$ cat config.mk
export PLATFORM = sky130hd
export DESIGN_NAME = package_block_address_translator
export DESIGN_NICKNAME = d
export VERILOG_FILES = /design/src/hdl/pbat_pkg.sv /design/src/hdl/package_block_address_translator.sv
export SDC_FILE = /design/constraint.sdc
export NUM_CORES = 2
export LEC_CHECK = 0
export BUFFER_PORTS_ARGS = -buffer_cell sky130_fd_sc_hd__buf_2
export CELL_PAD_IN_SITES_DETAIL_PLACEMENT = 1
export CELL_PAD_IN_SITES_GLOBAL_PLACEMENT = 1
export CORE_ASPECT_RATIO = 0.75
export CORE_UTILIZATION = 44
export CTS_BUF_LIST = sky130_fd_sc_hd__clkbuf_16
export CTS_CLUSTER_DIAMETER = 80
export DETAILED_ROUTE_END_ITERATION = 6
export PLACE_DENSITY = 0.8
export SYNTH_ARGS = -nofsm -noshare
export SYNTH_HDL_FRONTEND = slang
export SYNTH_SLANG_ARGS = --single-unit
$ cat constraint.sdc
create_clock -name clk -period 12 [get_ports clk]
set_input_delay 1.2 -clock clk [delete_from_list [all_inputs] [get_ports clk]]
set_output_delay 1.2 -clock clk [all_outputs]
set_load 0.02 [all_outputs]
$ cat src/hdl/pbat_pkg.sv
// Package for the package block address translator: config struct,
// register indexes, table spans and reciprocal constants.
// No dependencies.
`default_nettype none

package pbat_pkg;

	localparam int unsigned IN_W      = 24;
	localparam int unsigned OUT_W     = 104;
	localparam int unsigned CFG_IDX_W = 8;
	localparam int unsigned CFG_DAT_W = 32;
	localparam int unsigned BLK_W     = 25;
	localparam int unsigned OFS_W     = 38;

	localparam logic [23:0] SPAN0 = 24'h0000AA;
	localparam logic [23:0] SPAN1 = 24'h0070E4;
	localparam logic [23:0] SPAN2 = 24'h4AF768;

	localparam logic [24:0] BLOCK_LIMIT = 25'h0FFFFFF;
	localparam logic [24:0] SPACING_ONE = 25'h00000AB;
	localparam logic [24:0] SPACING_TWO = 25'h00000AC;

	localparam logic [31:0] HDR_ROUND  = 32'h0000_0FFF;
	localparam logic [31:0] SHIFT_MASK = 32'h0000_B000;
	localparam logic [11:0] REC_BYTES  = 12'h018;

	// floor(x / d) == (x * M) >> K for every 24-bit x
	localparam logic [24:0] MAGIC0 = 25'd25264514;
	localparam logic [24:0] MAGIC1 = 25'd19022693;
	localparam logic [23:0] MAGIC2 = 24'd14322969;

	typedef enum logic [CFG_IDX_W-1:0] {
		REG_HEADER_BYTES     = 8'd0,
		REG_IS_CON_PACKAGE   = 8'd1,
		REG_SEPARATION_BIT   = 8'd2,
		REG_HASH_TABLE_SHIFT = 8'd3
	} cfg_reg_t;

	typedef struct packed {
		logic [31:0] header_bytes;
		logic        is_con_package;
		logic        separation_bit;
		logic        hash_table_shift;
	} cfg_t;

endpackage

`default_nettype wire

$ cat src/hdl/package_block_address_translator.sv
// Top level of the package block address translator.
// Depends on pbat_pkg.
//
// channel  dir  handshake            payload
// s_       in   s_tvalid/s_tready    s_tdata: logical_block
// m_       out  m_tvalid/m_tready    m_tdata: physical_block .. record_offset_valid
// cfg_     in   cfg_valid/cfg_ready  cfg_index, cfg_data
//
// One beat per cycle sustained while m_tready stays high; a result beat passes through
// the input register, reciprocal multipliers into the stage-2 register, and sum/offset
// logic into the output register.
// arst_n clears all valid bits and the config registers.
// A stall on m_ backs up stage by stage; empty stages still fill.
// cfg_ready is always high.
`default_nettype none

module package_block_address_translator
	import pbat_pkg::*;
(
	input  wire logic                 clk,
	input  wire logic                 arst_n,
	input  wire logic                 s_tvalid,
	output logic                      s_tready,
	input  wire logic [IN_W-1:0]      s_tdata,   // [23:0] logical_block
	output logic                      m_tvalid,
	input  wire logic                 m_tready,
	// [24:0] physical_block, [62:25] data_byte_offset, [63] data_offset_valid,
	// [101:64] record_byte_offset, [102] record_offset_valid, [103] zero
	output logic [OUT_W-1:0]          m_tdata,
	input  wire logic                 cfg_valid,
	output logic                      cfg_ready,
	input  wire logic [CFG_IDX_W-1:0] cfg_index,
	input  wire logic [CFG_DAT_W-1:0] cfg_data
);

	cfg_t cfg_q;

	logic        v_s1, v_s2, v_q;
	logic [23:0] l_s1, l_s2;
	logic [16:0] q0_s2;
	logic [9:0]  q1_s2;
	logic [1:0]  q2_s2;
	logic [OUT_W-1:0] data_q;

	logic rdy_q, rdy_s2;

	// config
	assign cfg_ready = 1'b1;

	always_ff @(posedge clk or negedge arst_n) begin
		if (!arst_n) begin
			cfg_q <= '0;
		end else if (cfg_valid) begin
			case (cfg_reg_t'(cfg_index))
				REG_HEADER_BYTES:     cfg_q.header_bytes     <= cfg_data;
				REG_IS_CON_PACKAGE:   cfg_q.is_con_package   <= cfg_data[0];
				REG_SEPARATION_BIT:   cfg_q.separation_bit   <= cfg_data[0];
				REG_HASH_TABLE_SHIFT: cfg_q.hash_table_shift <= cfg_data[0];
				default: ;
			endcase
		end
	end

	// flow control
	assign rdy_q    = !v_q || m_tready;
	assign rdy_s2   = !v_s2 || rdy_q;
	assign s_tready = !v_s1 || rdy_s2;

	always_ff @(posedge clk or negedge arst_n) begin
		if (!arst_n) begin
			v_s1 <= 1'b0;
			v_s2 <= 1'b0;
			v_q  <= 1'b0;
		end else begin
			if (s_tready) v_s1 <= s_tvalid;
			if (rdy_s2)   v_s2 <= v_s1;
			if (rdy_q)    v_q  <= v_s2;
		end
	end

	// stage 1: reciprocal multiplies
	logic [48:0] p0, p1;
	logic [47:0] p2;

	assign p0 = 49'(l_s1) * 49'(MAGIC0);
	assign p1 = 49'(l_s1) * 49'(MAGIC1);
	assign p2 = 48'(l_s1) * 48'(MAGIC2);

	always_ff @(posedge clk) begin
		if (s_tready && s_tvalid) l_s1 <= s_tdata[23:0];
		if (rdy_s2 && v_s1) begin
			l_s2  <= l_s1;
			q0_s2 <= p0[48:32];
			q1_s2 <= p1[48:39];
			q2_s2 <= p2[47:46];
		end
	end

	// stage 2: block numbers and byte offsets
	logic [31:0]      hdr_r;
	logic             dbl, sh, hts, ge0, ge1;
	logic [24:0]      n0, n1, n2, phys, tbl, spacing, ext1, ext2;
	logic [23:0]      rem;
	logic [11:0]      rec_ofs;
	logic [OFS_W-1:0] base, data_ofs, rec_ofs_full;
	logic             dv, rv;

	assign hdr_r = cfg_q.header_bytes + HDR_ROUND;
	assign dbl   = ((hdr_r & SHIFT_MASK) == SHIFT_MASK) || !cfg_q.separation_bit;
	assign sh    = cfg_q.is_con_package && dbl;
	assign hts   = cfg_q.hash_table_shift;
	assign ge0   = l_s2 >= SPAN0;
	assign ge1   = l_s2 >= SPAN1;

	assign n0 = (25'(q0_s2) + 25'd1) << sh;
	assign n1 = (25'(q1_s2) + 25'd1) << sh;
	assign n2 = (25'(q2_s2) + 25'd1) << sh;

	assign phys = 25'(l_s2) + n0 + (ge0 ? n1 : '0) + (ge1 ? n2 : '0);

	assign spacing = hts ? SPACING_TWO : SPACING_ONE;
	assign ext1    = (25'(q1_s2) + 25'd1) << hts;
	assign ext2    = 25'd1 << hts;
	assign tbl     = 25'(q0_s2) * spacing + (ge0 ? ext1 : '0) + (ge1 ? ext2 : '0);

	assign rem     = l_s2 - 24'(q0_s2) * SPAN0;
	assign rec_ofs = 12'(rem[7:0]) * REC_BYTES;

	assign base         = {22'd0, hdr_r[15:12], 12'd0};
	assign dv           = phys < BLOCK_LIMIT;
	assign rv           = tbl < BLOCK_LIMIT;
	assign data_ofs     = dv ? base + {1'b0, phys, 12'd0} : '0;
	assign rec_ofs_full = rv ? base + {1'b0, tbl, 12'd0} + 38'(rec_ofs) : '0;

	always_ff @(posedge clk) begin
		if (rdy_q && v_s2) begin
			data_q <= {1'b0, rv, rec_ofs_full, dv, data_ofs, phys};
		end
	end

	assign m_tvalid = v_q;
	assign m_tdata  = data_q;

endmodule

`default_nettype wire

==> out/metrics.yaml <==
status: "complete, but fails checks"
violations: "design-rule violations"
yosysTopAreaCell: "fa_1"
maxCapViolCount: 0
hold_depth: 1
dieArea_sq_mm: 0.08135
synthArstFlopShare_pct: 11.76
rows: 89
h-tree-depth: 4
rrSetupSlack_ps: 3890
syn_avg_cell_area_sq_um: 10.74
dp_hpwl_um: 89270
antenna_found_initial: 3
postCtsSetupBuffers: 0
cts.sinks: 187
post-place-ws_ps: 4038
routed_wl_um: 105300
initial_utilization_pct: 44.63
arrival_ps: 8340
worstRegToRegCells: 22
grt_start_max_net_pins: 58
slew_violations: 0
die_height_um: 247.3
grt_pass1_wl_um: 162900
period_minus_slack_ps: 8113
cts_root_buffer: "clkbuf_16"
relSlewSlack_pct: 30.97
die_x_um: 329.0
worst_pin_slew_ps: 1035
remaining_drc_errors: 38
hold_violations: 0
place_congestion: 0.9940
ys_seq_elements: 187
crit_type: "reg2reg"
yosysWarnings: 0
grt_use_total_pct: 26.58
timing.fmax_mhz: 123.3
synth_edf_count: 165
vias: 25301
r2r_end: "q0_s2[16]$_DFFE_PP_"
syn_area_sq_mm: 0.03529
clockBufferDepth: 2
min_from: "v_s1$_DFFE_PN0N_"
min_to: "v_s2$_DFFE_PN0P_"
cp_max_fo: 13
fin_hold_ws_ps: 497.6
final_layout_size_suffix_gt1_share_pct: 7.528
drt_iter0_drc: 1641
setup_viol: 0
rr_startpoint: "l_s1[4]$_DFFE_PP_"
netlist_top_cells_area: "fa_1, ha_1, edfxtp_1"
worst_setup_path_start_kind: "flip-flop"
first_global_vias: 27692
drt-wirelength-per-cell_um: 23.40
io_pins: 176
holdCritPathClass: "reg2reg"
synth_ff_type: "edfxtp_1"
fin_crit_sh_pct: 67.61
postSynthCellCount: 3286
rsz0062_at_grt: "no"
core_area_sq_mm: 0.07906
clkSlewWorstSetupHoldPaths_ps: 90
tns_ps: 0
antenna_left: 0
areaGrowthSynthToFinish_pct: 7.623
drt-pass1-iter-count: 7
postLayoutSetupSlackWorst_ps: 3887
cts_buffers: 17
yosysSeqAreaShare_pct: 15.60
crit_path_end_kind: "flip-flop"
synth_top_area_share_pct: 28.88
fin_nets: 4826
cts_hold_buf: 0
vias_per_cell: 5.621
cts_resized: 0
overflow: 0
worstPathRequired_ps: 12230
worstSkewPairLatency_ps: 490
tritoncts: "done"
io_buffers: 142
synth_cell_types: 86
fin_skew_ps: 24.19
## flip-flops by register name (all words and copies together), names as in the netlist
signal / flops
m_tvalid: 1
cfg_q: 18
l_s2: 24
v_s2: 1
m_tdata: 88
v_s1: 1
q2_s2: 2
hts: 1
l_s1: 24
q0_s2: 17
q1_s2: 10
## worst max-delay path by stage
stage	from	to	slack [ps]	cells after the start
final	l_s1[4]$_DFFE_PP_	q0_s2[16]$_DFFE_PP_	3890	22
after CTS	l_s1[4]$_DFFE_PP_	q0_s2[16]$_DFFE_PP_	4000	22
after floorplan	l_s2[2]$_DFFE_PP_	m_tdata[96]$_SDFFCE_PP0P_	5270	25
after detailed placement	l_s1[4]$_DFFE_PP_	q0_s2[16]$_DFFE_PP_	4040	22
after global routing	l_s1[4]$_DFFE_PP_	q0_s2[16]$_DFFE_PP_	3650	22
after global placement	l_s1[4]$_DFFE_PP_	q1_s2[9]$_DFFE_PP_	4120	23
## cell families after synthesis
logic type,Yosys count,share of synthesized area (%)
AO/OA/AOI/OAI,375,7.106
other,2,0.02128
buffers and inverters,698,7.694
multiplexers,32,0.9893
AND/OR/NAND/NOR,538,7.673
XOR/XNOR,138,3.425
flip-flops,187,15.60
adder cells (fa/ha/maj),1316,57.49
## routing by layer
metal / GRT usage (%) / share of wire [%]
met1: 36.68 / 44
met2: 41.73 / 45
met3: 6.313 / 8.5
met4: 6.744 / 2.3
met5: 0 / 0.012
## cells in the final DEF, fill, tap and decap left out, types with 20 or more instances in the layout
cell type / instances
ha_1: 807
inv_1: 642
fa_1: 509
edfxtp_1: 165
nor2_1: 150
buf_2: 142
a21oi_1: 108
nand2_1: 97
xnor2_1: 84
nand3_1: 63
o21ai_0: 61
xor2_1: 54
a21o_1: 50
nor3_1: 42
nor2b_1: 36
buf_4: 31
a211oi_1: 30
nand2b_1: 26
and2_1: 25
dfrtp_1: 22
o21a_1: 21
nand4_1: 20
## worst max-delay path, cell delays in order (launching register included)
cell and delay [ps]:
edfxtp_1 1040, inv_1 110, ha_1 370, inv_1 400
ha_1 390, inv_1 180, fa_1 450, inv_1 100
fa_1 440, fa_1 530, fa_1 510, ha_1 310
ha_1 320, a21oi_1 150, o22ai_1 120, a2111oi_0 360
a21oi_1 220, a21oi_1 490, o21ai_0 360, a211oi_1 510
a21oi_1 190, a21oi_1 240, xnor2_1 90
## metrics by stage
step / instance area (sq um) / utilization (%) / std cells
3_5_place_dp: 37320 / 47.20 / 4468
3_3_place_gp: 37320 / 47.20 / 4468
4_1_cts: 37980 / 48.03 / 4500
6_report: 37980 / 48.03 / 4501
2_1_floorplan: 35350 / - / 3303
5_1_grt: 37980 / 48.03 / 4500
## Yosys cell counts (7+ instances only)
| cell type | instances |
|---|---|
| and2_1 | 28 |
| o211ai_1 | 8 |
| and3_1 | 18 |
| nand3_1 | 63 |
| a31oi_1 | 11 |
| fa_1 | 509 |
| ha_1 | 807 |
| nor2_1 | 150 |
| xor2_1 | 54 |
| mux2i_1 | 12 |
| nand2b_1 | 26 |
| inv_1 | 642 |
| a21o_1 | 50 |
| dfrtp_1 | 22 |
| or3_1 | 9 |
| nand4_1 | 20 |
| mux2_2 | 19 |
| nor2b_1 | 36 |
| a21oi_1 | 108 |
| buf_4 | 17 |
| clkbuf_1 | 23 |
| nor4_1 | 13 |
| nand2_1 | 97 |
| edfxtp_1 | 165 |
| o21bai_1 | 10 |
| xnor2_1 | 84 |
| o21ai_0 | 61 |
| a211oi_1 | 31 |
| a211o_1 | 7 |
| o21a_1 | 21 |
| nor3_1 | 42 |
## area by class of cell
cell class,count,area (sq um)
fill,8749,41090
multi-input combinational,2418,27140
timing repair buffer,173,943.4
sequential,187,5505
tap,1046,1309
clock buffer,17,425.4
clock inverter,15,234.0
antenna,1,2.502
inverter,644,2417
Power is not shown: default switching activity piles up to over one toggle a cycle in this logic, so the estimate is an artifact.
